==> src/design/rnip_pkg.sv <==
// Shared types and constants for the ray nearest instance picker.
// Used by rnip_ctrl, rnip_dp and ray_nearest_instance_pick_top; no dependencies.
package rnip_pkg;

    localparam int COORD_W     = 32;
    localparam int SCALE_W     = 16;
    localparam int RADIUS_W    = 24;
    localparam int INDEX_W     = 16;
    localparam int CFG_IDX_W   = 3;
    localparam int MUL_W       = 38;
    localparam int PROD_W      = 2 * MUL_W;
    localparam int ACC_W       = 72;
    localparam int LEN_W       = 36;
    localparam int DIR_SHIFT   = 30;
    localparam int QUOT_W      = 31;
    localparam int DREM_W      = 34;
    localparam int SQRT_STEPS  = 36;
    localparam int DIV_STEPS   = 31;
    localparam int CNT_W       = 6;
    localparam int IN_DATA_W   = 144;
    localparam int OUT_DATA_W  = 112;

    localparam logic [RADIUS_W-1:0] RADIUS_RESET = 24'd12800;

    typedef enum logic [CFG_IDX_W-1:0] {
        CFG_START_X,
        CFG_START_Y,
        CFG_START_Z,
        CFG_END_X,
        CFG_END_Y,
        CFG_END_Z,
        CFG_RADIUS
    } cfg_idx_t;

    typedef enum logic [2:0] {
        MUL_NONE,
        MUL_D,
        MUL_DOT,
        MUL_PT,
        MUL_E
    } mul_op_t;

    typedef enum logic [1:0] {
        ACC_NONE,
        ACC_CLR,
        ACC_ADD,
        ACC_PT
    } acc_op_t;

    typedef struct packed {
        logic       cfg_wr;
        logic       load_item;
        mul_op_t    mul_op;
        logic [1:0] mul_axis;
        acc_op_t    acc_op;
        logic [1:0] acc_axis;
        logic       sq_init;
        logic       sq_step;
        logic       len_load;
        logic       div_init;
        logic       div_step;
        logic       dir_load;
        logic [1:0] div_axis;
        logic       proj_load;
        logic       best_update;
        logic       count_inc;
        logic       out_load;
        logic       query_clr;
    } dp_cmd_t;

    typedef struct packed {
        logic ray_cfg;
        logic proj_ok;
        logic hit_ok;
        logic is_last;
        logic out_busy;
    } dp_sts_t;

endpackage

==> src/design/rnip_ctrl.sv <==
// Sequencer for the ray nearest instance picker: steps the datapath through
// ray setup and per-instance scoring. Depends on rnip_pkg.
module rnip_ctrl (
    input  logic              clk,
    input  logic              rst_n,
    input  logic              cfg_valid,
    output logic              cfg_ready,
    input  logic              s_tvalid,
    output logic              s_tready,
    output rnip_pkg::dp_cmd_t cmd,
    input  rnip_pkg::dp_sts_t sts
);
    import rnip_pkg::*;

    typedef enum logic [3:0] {
        S_IDLE,
        S_RSQ,
        S_RSQRT,
        S_RLEN,
        S_DIV,
        S_DIR,
        S_DOT,
        S_PROJ,
        S_PT,
        S_ESQ,
        S_DSQRT,
        S_CMP,
        S_DONE
    } state_t;

    state_t           state_reg, state_next;
    logic [CNT_W-1:0] cnt_reg, cnt_next;
    logic [1:0]       axis_reg, axis_next;
    logic [1:0]       cnt_axis;
    logic [1:0]       prev_axis;

    assign cnt_axis  = cnt_reg[1:0];
    assign prev_axis = cnt_reg[1:0] - 2'd1;
    assign cfg_ready = (state_reg == S_IDLE);
    assign s_tready  = (state_reg == S_IDLE) && !cfg_valid;

    always_comb
    begin
        cmd        = '0;
        state_next = state_reg;
        cnt_next   = cnt_reg;
        axis_next  = axis_reg;
        case (state_reg)
            S_IDLE:
            begin
                cnt_next = '0;
                if (cfg_valid)
                begin
                    cmd.cfg_wr = 1'b1;
                    if (sts.ray_cfg)
                    begin
                        state_next = S_RSQ;
                    end
                end
                else if (s_tvalid)
                begin
                    cmd.load_item = 1'b1;
                    state_next    = S_DOT;
                end
            end
            S_RSQ, S_DOT, S_PT, S_ESQ:
            begin
                if (cnt_reg < CNT_W'(3))
                begin
                    cmd.mul_axis = cnt_axis;
                    case (state_reg)
                        S_RSQ:   cmd.mul_op = MUL_D;
                        S_DOT:   cmd.mul_op = MUL_DOT;
                        S_PT:    cmd.mul_op = MUL_PT;
                        default: cmd.mul_op = MUL_E;
                    endcase
                end
                cmd.acc_axis = prev_axis;
                if (cnt_reg == '0)
                begin
                    cmd.acc_op = (state_reg == S_PT) ? ACC_NONE : ACC_CLR;
                end
                else
                begin
                    cmd.acc_op = (state_reg == S_PT) ? ACC_PT : ACC_ADD;
                end
                cnt_next = cnt_reg + CNT_W'(1);
                if (cnt_reg == CNT_W'(3))
                begin
                    cnt_next = '0;
                    case (state_reg)
                        S_RSQ:   state_next = S_RSQRT;
                        S_DOT:   state_next = S_PROJ;
                        S_PT:    state_next = S_ESQ;
                        default: state_next = S_DSQRT;
                    endcase
                end
            end
            S_RSQRT, S_DSQRT:
            begin
                cmd.sq_init = (cnt_reg == '0);
                cmd.sq_step = (cnt_reg != '0);
                cnt_next    = cnt_reg + CNT_W'(1);
                if (cnt_reg == CNT_W'(SQRT_STEPS))
                begin
                    cnt_next   = '0;
                    state_next = (state_reg == S_RSQRT) ? S_RLEN : S_CMP;
                end
            end
            S_RLEN:
            begin
                cmd.len_load = 1'b1;
                axis_next    = '0;
                state_next   = S_DIV;
            end
            S_DIV:
            begin
                cmd.div_axis = axis_reg;
                cmd.div_init = (cnt_reg == '0);
                cmd.div_step = (cnt_reg != '0);
                cnt_next     = cnt_reg + CNT_W'(1);
                if (cnt_reg == CNT_W'(DIV_STEPS))
                begin
                    cnt_next   = '0;
                    state_next = S_DIR;
                end
            end
            S_DIR:
            begin
                cmd.dir_load = 1'b1;
                cmd.div_axis = axis_reg;
                if (axis_reg == 2'd2)
                begin
                    state_next = S_IDLE;
                end
                else
                begin
                    axis_next  = axis_reg + 2'd1;
                    state_next = S_DIV;
                end
            end
            S_PROJ:
            begin
                cmd.proj_load = 1'b1;
                state_next    = sts.proj_ok ? S_PT : S_DONE;
            end
            S_CMP:
            begin
                cmd.best_update = sts.hit_ok;
                state_next      = S_DONE;
            end
            S_DONE:
            begin
                if (!sts.is_last)
                begin
                    cmd.count_inc = 1'b1;
                    state_next    = S_IDLE;
                end
                else if (!sts.out_busy)
                begin
                    cmd.out_load  = 1'b1;
                    cmd.query_clr = 1'b1;
                    state_next    = S_IDLE;
                end
            end
            default:
            begin
                state_next = S_IDLE;
            end
        endcase
    end

    always_ff @(posedge clk or negedge rst_n)
    begin
        if (!rst_n)
        begin
            state_reg <= S_IDLE;
            cnt_reg   <= '0;
            axis_reg  <= '0;
        end
        else
        begin
            state_reg <= state_next;
            cnt_reg   <= cnt_next;
            axis_reg  <= axis_next;
        end
    end

`ifndef SYNTHESIS
    a_out_free: assert property (@(posedge clk) disable iff (!rst_n)
        cmd.out_load |-> !sts.out_busy)
        else $error("result loaded over an untaken result");
    a_item_start: assert property (@(posedge clk) disable iff (!rst_n)
        (s_tvalid && s_tready) |=> (state_reg == S_DOT))
        else $error("accepted item did not start scoring");
    a_done_exit: assert property (@(posedge clk) disable iff (!rst_n)
        (state_reg == S_DONE && !sts.is_last) |=> (state_reg == S_IDLE))
        else $error("non-final item did not retire");
    a_no_accept_busy: assert property (@(posedge clk) disable iff (!rst_n)
        (state_reg != S_IDLE) |-> (!cmd.cfg_wr && !cmd.load_item))
        else $error("transfer taken while busy");
`endif

endmodule

==> config.mk <==
export PLATFORM = sky130hd
export DESIGN_NAME = rnip_ctrl
export DESIGN_NICKNAME = d
export VERILOG_FILES = /design/src/design/rnip_pkg.sv /design/src/design/rnip_ctrl.sv
export SDC_FILE = /design/constraint.sdc
export NUM_CORES = 1
export LEC_CHECK = 0
export BUFFER_PORTS_ARGS = -buffer_cell sky130_fd_sc_hd__buf_2
export CAP_MARGIN = 10
export CORE_MARGIN = 5
export CORE_UTILIZATION = 55
export CTS_BUF_LIST = sky130_fd_sc_hd__clkbuf_4
export DETAILED_ROUTE_END_ITERATION = 6
export PLACE_DENSITY = 0.85
export SETUP_SLACK_MARGIN = 0.15
export SLEW_MARGIN = 20
export SYNTH_ARGS = -nofsm -noshare
export SYNTH_HDL_FRONTEND = slang
export SYNTH_SLANG_ARGS = --single-unit
==> constraint.sdc <==
create_clock -name clk -period 4.2 [get_ports clk]
set_clock_uncertainty 0.15 [all_clocks]
set_input_delay 0.84 -clock clk [delete_from_list [all_inputs] [get_ports clk]]
set_output_delay 0.84 -clock clk [all_outputs]
set_load 0.05 [all_outputs]
# Yosys cells after proc, flatten, opt, wreduce, memory -nomap -nowiden
# Cells that the tools add are included.
[totals] register_bits=12 memories=0 out_inout_bits=26 latchBits=0 input_bits=9 romBits=0 mem_bits_rw=0
[op_classes] addsub=3 n_bitwise=0 n_reduce_logical=12 div_mod_pow=0 n_mul=0 n_lt_le_gt_ge=1 muxes=40 n_eq_ne=23 n_shift=0
[ops] operator="$mux W4" n=9
[ops] operator="$pmux W4 S9" n=1
[ops] operator="$pmux W6 S4" n=1
[ops] operator="$eq A4 B4 Y1 const B" n=5
[ops] operator="$mux W6" n=3
[ops] operator="$eq A4 B3 Y1 const B" n=4
[ops] operator="$mux W2" n=8
[ops] operator="$pmux W4 S3" n=1
[ops] operator="$mux W1" n=10
[ops] operator="$mux W3" n=3
[ops] operator="$mux W9" n=1
[ops] operator="$pmux W3 S3" n=1
[ops] operator="$eq A4 B2 Y1 const B" n=2
[ops] operator="$ne A2 B2 Y1 const B" n=4
[ops] operator="$add A6 B1 Y6 const B" n=1
[ops] operator="$eq A6 B2 Y1 const B" n=1
[ops] operator="$eq A6 B5 Y1 const B" n=1
[ops] operator="$eq A6 B6 Y1 const B" n=1
[ops] operator="$logic_not A6 Y1" n=1
[ops] operator="$lt A6 B2 Y1 const B" n=1
[ops] operator="$ne A3 B2 Y1 const B" n=2
[ops] operator="$reduce_and A6 Y1" n=1
[ops] operator="$reduce_bool A6 Y1" n=1
[ops] operator="$mux W5" n=1
[ops] operator="14 further kinds" n=15

# Longest topological paths before layout
# Gate-level depths: netlist (run 1).
[depth] depth_word=4 ltp_mapped=7 mapped_depth_nobuf=7

# Least setup slack after synthesis (run 1)
# No wires, ideal clock.
[synth_path] path_kind="flip-flop to output port" from="register state_reg[0]" to="output port cmd[22] (netlist bit)" setup_slack_ns=-0.398 t_required_ns=3.210 n_path_buf=1 arrival_ns=3.608 path_stages_with_launch=5 cell_sequence="dfrtp_1 -> buf_6 -> nor4_1 -> nor2b_1 -> and2_1"
[synth_rtl] item="from (decl)" line="rnip_ctrl.sv:31" text="state_t state_reg, state_next;"
[synth_rtl] item="from (signal assigned)" line="rnip_ctrl.sv:183" text="state_reg <= state_next;"
[synth_rtl] item="to (decl)" line="rnip_ctrl.sv:10" text="output rnip_pkg::dp_cmd_t cmd,"

==> impl_results.md, run 1 <==
- Maximum root-to-sink buffer count: 2
- Design Area, Final: 1310 um^2
- Final TNS setup: 0 ns
- Critical Path Start Type: flip-flop
- Via/cell ratio: 5.93
- Final Max Slew Viols: 0
- NumNets Final: 186
- DP Area: 1290 um^2
- Clock sink count: 12
- Fmax: 310 MHz
- Dpl cells: about 200
- Gr usage total: about a fifth
- Post-CTS Hold Fix Bufs: 0
- Clock Root Buffer: clkbuf_4
- Die span in y: 55.3 um
- Wire length per cell: between 10 and 15 um
- XOR/XNOR share of the synthesized area: under 10%
- Critical Path, Cell by Cell: nor2_1, mux2_2, nor4_1, buf_2
- Ratio of cells with drive above 1 in the final layout: 29.5%
- WS Path Type: flip-flop to primary output
- Asr flop ratio synth: between 90% and 100%
- Clock transition at path regs: ~0.080 ns
- Reg2Reg Setup Slack: about 1.8 ns
- Max reg flops: 6
- Antenna Cells: 0
- GP Congestion: between 0.8 and 0.9
- Worst-Skew Late Latency: 0.28 ns
- Gate Count Post-Synth: about 140
- Warnings from Yosys: 0
- Cell count of the worst reg-to-reg path: 5
- Distinct cells, synth: 45
- Buffers on Ports: 34
- H-Tree Depth: 1
- Post-CTS Setup Repair Bufs: 0
- Initial antenna violation count: 0
- Endpoint type of the worst setup path: primary output
- CTS tree: done
- Drt drc: 0
- Die area: 3050 um^2
- Largest net degree at the start of global routing: 23
- Worst r2r src: state_reg[0]
- Status: finished clean
- GRT overflow: 0
- Critical Path RT: 3.21 ns
- Syn-to-layout area delta: 16.7%
- Number of DRC markers in iteration 0: 84
- Core box area: 1960 um^2
- Main combinational cell family by area after synthesis: simple AND/OR/NAND/NOR gates
- Flops & latches, synth: 12
- Synthesized area: 1130 um^2
- Slew headroom: 53.0%
- Synth Flop Type: dfrtp_1
- Setup violators final: 0
- Min-delay worst type: primary input to async pin
- Tmin final: between 3 and 4 ns
- Rows: 16
- RSZ-0062 raised after global routing: no
- Via count: 1,186
- Worst path max stage delay: 0.59 ns
- Register area share after synthesis: 26.7%
- Final Non-Filler Cells: 200
- Fin util: 67.0%
- HPWL Detailed: about 2200 um
- Post-detailed-route count of antenna-violating nets: 0
- Mux contribution to synthesized area: 7.11%
- Final worst path period share: 76.7%
- Largest delay contributor family on the critical path: simple AND/OR/NAND/NOR gates
- Post-synth EDFFs: 0
- Critical path buffers and inverters: 1
- Die width: 55.3 um
- Max FO, Critical Path: 19
- CTS-repair resized insts: 0
- Adder-Cell Fraction of Synth Area: 3.33%
- Global-route wire length before repair: 4910 um
- Syn Area/Cell: approximately 8 um^2
- Compound-gate portion of the synthesized area: 19.9%
- CP arrival: 2.23 ns
- Routed Wire Length: 2890 um
- DR pass1 iterations: 4
- # Max-Cap Violations: 0
- CTS buffer count: 3
- Worst reg2reg path endpoint: state_reg[1]
- Simple-Gate Fraction of Synth Area: 33.4%
- Number of global-route vias before repair: ~1,100
- Hold Vio Cnt, Final: 0
- Slowest-stage cell, CP: dfrtp_1
- Syn nets: approximately 160
- Top-level I/O count: 35
- Slew @ Worst Pin: between 0.6 and 0.7 ns
- Initial Util: 57.4%
## per-layer routing
metal  wire length, um  up-vias  GRT usage [%]
met5                 0        -              0
met1              1170      550           23.4
li1                  -      563              -
met4                41        0           7.99
met3               247        6           3.73
met2              1430       67           32.9
## cell families (layout without fill, tap and decap cells)
family | after synthesis | after routing
compound gates | 30 | 30
xor+xnor | 2 | 2
fa+ha+maj | 3 | 3
buf+inv | 20 | 49
flops | 12 | 12
mux | 6 | 6
simple gates | 71 | 71
## cell usage after synthesis (2+ instances only)
| master | instances | area share [%] |
|---|---|---|
| a211o_1 | 2 | 1.6 |
| a21o_1 | 2 | 1.3 |
| a21oi_1 | 6 | 2.7 |
| and2_1 | 3 | 1.7 |
| and3_1 | 4 | 2.2 |
| buf_2 | 3 | 1.3 |
| clkbuf_1 | 3 | 1.0 |
| dfrtp_1 | 12 | 27 |
| ha_1 | 3 | 3.3 |
| inv_1 | 11 | 3.7 |
| mux2_4 | 3 | 4.0 |
| nand2_1 | 13 | 4.3 |
| nand2b_1 | 3 | 1.7 |
| nand3_1 | 6 | 2.7 |
| nor2_1 | 20 | 6.7 |
| nor3_1 | 8 | 3.6 |
| nor4_1 | 4 | 2.2 |
| o21ai_0 | 9 | 4.0 |
| o22ai_1 | 2 | 1.1 |
| xnor2_1 | 2 | 1.6 |
## worst max path at each step
stage,cells after the start,slack [ns],start,endpoint
floorplan,4,0.27,state_reg[0],cmd[22]
global placement,4,1.38,state_reg[0],cmd[19]
detailed placement,4,1.32,state_reg[0],cmd[19]
CTS,4,0.99,state_reg[0],cmd[19]
global route,4,0.81,state_reg[0],cmd[19]
finish,4,0.98,state_reg[0],cmd[19]
## layout by cell type, fill, tap and decap left out, types with 3 or more instances in the layout
| cell type | Yosys | layout |
|---|---|---|
| o21ai_0 | 9 | 9 |
| a21oi_1 | 6 | 6 |
| and2_1 | 3 | 3 |
| buf_2 | 3 | 34 |
| nand2b_1 | 3 | 3 |
| nor3_1 | 8 | 8 |
| clkbuf_4 | 0 | 3 |
| nor4_1 | 4 | 3 |
| nand3_1 | 6 | 6 |
| dfrtp_1 | 12 | 12 |
| ha_1 | 3 | 3 |
| nor2_1 | 20 | 20 |
| inv_1 | 11 | 11 |
| and3_1 | 4 | 4 |
| mux2_4 | 3 | 3 |
| nand2_1 | 13 | 13 |
## metrics by stage
| step | hold slack [ns] | worst slack (ns) |
|---|---|---|
| after floorplan | 0.339 | 0.270 |
| after global placement | 0.369 | 1.38 |
| after detailed placement | 0.385 | 1.32 |
| after CTS | 0.288 | 0.989 |
| after global routing | 0.304 | 0.806 |
| final | 0.284 | 0.978 |
## cell type report
cell class,instances,area (um^2)
Timing Repair Buffer,34,170
Clock inverter,1,3.75
Clock buffer,3,22.5
Inverter,11,41.3
Multi-Input combinational cell,112,742
Tap cell,27,33.8
Sequential cell,12,300
Fill cell,196,648
Power of run 1 is not shown: default switching activity piles up to over one toggle a cycle in this logic, so the estimate is an artifact.
==> run 2: changes to the inputs <==
--- a/config.mk
+++ b/config.mk
@@ -8,10 +8,10 @@
 export BUFFER_PORTS_ARGS = -buffer_cell sky130_fd_sc_hd__buf_2
 export CAP_MARGIN = 10
 export CORE_MARGIN = 5
-export CORE_UTILIZATION = 55
+export CORE_UTILIZATION = 48
 export CTS_BUF_LIST = sky130_fd_sc_hd__clkbuf_4
 export DETAILED_ROUTE_END_ITERATION = 6
-export PLACE_DENSITY = 0.85
+export PLACE_DENSITY = 0.79
 export SETUP_SLACK_MARGIN = 0.15
 export SLEW_MARGIN = 20
 export SYNTH_ARGS = -nofsm -noshare
==> constraint.sdc (replaced) <==
create_clock -name clk -period 2.9 [get_ports clk]
set_clock_uncertainty 0.15 [all_clocks]
set_input_delay 0.58 -clock clk [delete_from_list [all_inputs] [get_ports clk]]
set_output_delay 0.58 -clock clk [all_outputs]
set_load 0.05 [all_outputs]
==> run 2 against run 1 <==
Compared with the run above:
- via count decreased by 0.59%
- wire length increased by 1.8%
- first-iteration DRC count decreased by 52%
- sequential cell count unchanged
- register-to-register slack got worse by 1.3 ns
- hold slack got worse by 0.26 ns
- design area increased by 8.0%
- die area increased by 12%
- critical path depth unchanged
- global-route usage decreased by 0.33 points
- cell count increased by 2.5%
- critical path type unchanged
- highest routed layer unchanged
==> impl_results.md, run 2 (same netlist as run 1, synthesis figures left out) <==
- Status: finished clean
- Final Non-Filler Cells: 205 (+2.5%)
- Post-CTS Hold Fix Bufs: 0 (unchanged)
- Fin util: 63.5% (-3.4 points)
- Maximum root-to-sink buffer count: 2 (unchanged)
- Slew headroom: 54.2% (+1.2 points)
- Tmin final: roughly 2.7 ns
- Drt drc: 0 (unchanged)
- Critical Path, Cell by Cell: or2_2, mux2_2, nor4_4, clkbuf_4
- Post-CTS Setup Repair Bufs: 0 (unchanged)
- Stages on the worst setup path: 4 (unchanged)
- Ratio of cells with drive above 1 in the final layout: 37.9% (+8.4 points)
- Setup violators final: 0 (unchanged)
- GR Util met1: 24.6% (+1.2 points)
- Dpl cells: 201 (+2.6%)
- Reg2Reg Setup Slack: 0.55 ns (-1.27 ns)
- Max FO, Critical Path: 7 (-12)
- Worst reg2reg path endpoint: state_reg[0]
- Min-delay worst type: primary input to async pin
- CP startpoint: state_reg[1]
- Wire length per cell: 14.4 um (-0.72%)
- H-Tree Depth: 1 (unchanged)
- Die area: 3410 um^2 (+12%)
- Initial Util: 50.4% (-7.0 points)
- Via count: 1,179 (-0.59%)
- CTS buffer count: 3 (unchanged)
- Initial antenna violation count: 0 (unchanged)
- Commonest non-fill, non-tap cell in the layout: buf_2
- Die span in y: 58.4 um (+5.8%)
- Cell count of the worst reg-to-reg path: 6 (+1)
- Number of DRC markers in iteration 0: 40 (-52%)
- Layout filler cell count: 193 (-1.5%)
- GR Util met3: 3.73% (about the same)
- Post-detailed-route count of antenna-violating nets: 0 (unchanged)
- Global-route wire length before repair: 5130 um (+4.4%)
- Core box area: 2230 um^2 (+14%)
- # Max-Cap Violations: 0 (unchanged)
- GP Congestion: 0.880 (-0.58%)
- WS Path Type: flip-flop to primary output
- Gr usage total: 18.9% (-0.33 points)
- Top-level I/O count: 35 (unchanged)
- Final worst path period share: 92.3%
- Critical path buffers and inverters: 1 (unchanged)
- Busiest layer in global routing: met2
- Critical Path Start Type: flip-flop
- RSZ-0062 raised after global routing: yes
- Max reg flops: 6 (unchanged)
- Clock Root Buffer: clkbuf_4
- Most frequent cells in the layout: 31 x buf_2, 19 x nor2_1, 12 x nand2_1
- Worst r2r src: cnt_reg[0]
- Rows: 17 (+1)
- Slew @ Worst Pin: 0.679 ns (-0.0181 ns)
- GRT overflow: 0 (unchanged)
- Post-route setup slack: 0.222 ns (-0.755 ns)
- Largest net degree at the start of global routing: 22 (-4.3%)
- Syn-to-layout area delta: 26.0%
- Met2 global-route usage: 30.3% (-2.6 points)
- Multi-input logic area: 802 um^2 (+8.1%)
- Clock transition at path regs: 0.08 ns (about the same)
- Register area: 303 um^2 (+0.83%)
- Endpoint type of the worst setup path: primary output
- Via/cell ratio: 5.75 (-3.0%)
- Antenna Cells: 0 (unchanged)
- HPWL Detailed: 2260 um (+3.5%)
- Fmax: 373 MHz
- Worst path max stage delay: 0.43 ns (-0.16 ns)
- CP arrival: 1.95 ns (-0.28 ns)
- Die width: 58.4 um (+5.8%)
- Routed Wire Length: 2940 um (+1.8%)
- Critical Path RT: 2.17 ns (-1.04 ns)
- Hold Vio Cnt, Final: 0 (unchanged)
- CTS tree: done
- Pre-CTS setup slack: 0.435 ns (-0.886 ns)
- Final Max Slew Viols: 0 (unchanged)
- Number of global-route vias before repair: 1,155 (+3.4%)
- Largest delay contributor family on the critical path: simple AND/OR/NAND/NOR gates
- Worst-Skew Late Latency: 0.28 ns (about the same)
- Slowest-stage cell, CP: dfrtp_1
- Buffers on Ports: 34 (unchanged)
- DR pass1 iterations: 4 (unchanged)
- Clock sink count: 12 (unchanged)
- NumNets Final: 190 (+2.2%)
run 2: area by class of cell:
class,count,area share [%]
inverters,11,2.91
repair buffers,38,14.9
flip-flops and latches,12,21.3
well taps,28,2.47
clock inverters,1,0.265
clock buffers,3,1.59
multi-input cells,112,56.5
run 2: through the flow:
stage	TNS [ns]	cell area, um^2	hold WS [ns]
after floorplan	-0.169	1180	0.134
after global placement	0	1370	0.327
after detailed placement	0	1370	0.325
after CTS	0	1400	0.0250
after global routing	0	1420	0.0395
final	0	1420	0.0196
run 2: worst max-delay path by stage:
stage / endpoint / slack, ns
global route: cmd[19] / 0.12
floorplan: cmd[22] / -0.17
global placement: cmd[19] / 0.49
CTS: cmd[19] / 0.16
detailed placement: cmd[19] / 0.44
finish: cmd[19] / 0.22
run 2: layer usage:
metal	part of all wire (%)	vias up
li1	-	572
met1	45	542
met3	8.7	5
met2	45	60
met4	1.4	0
met5	0	-
run 2: repair_timing:
action / CTS / global route
pin swaps: 0 / 1
endpoints found under the setup margin: 1 / 4
gates resized for setup: 1 / 9
Power of run 2 is left out for the same reason.
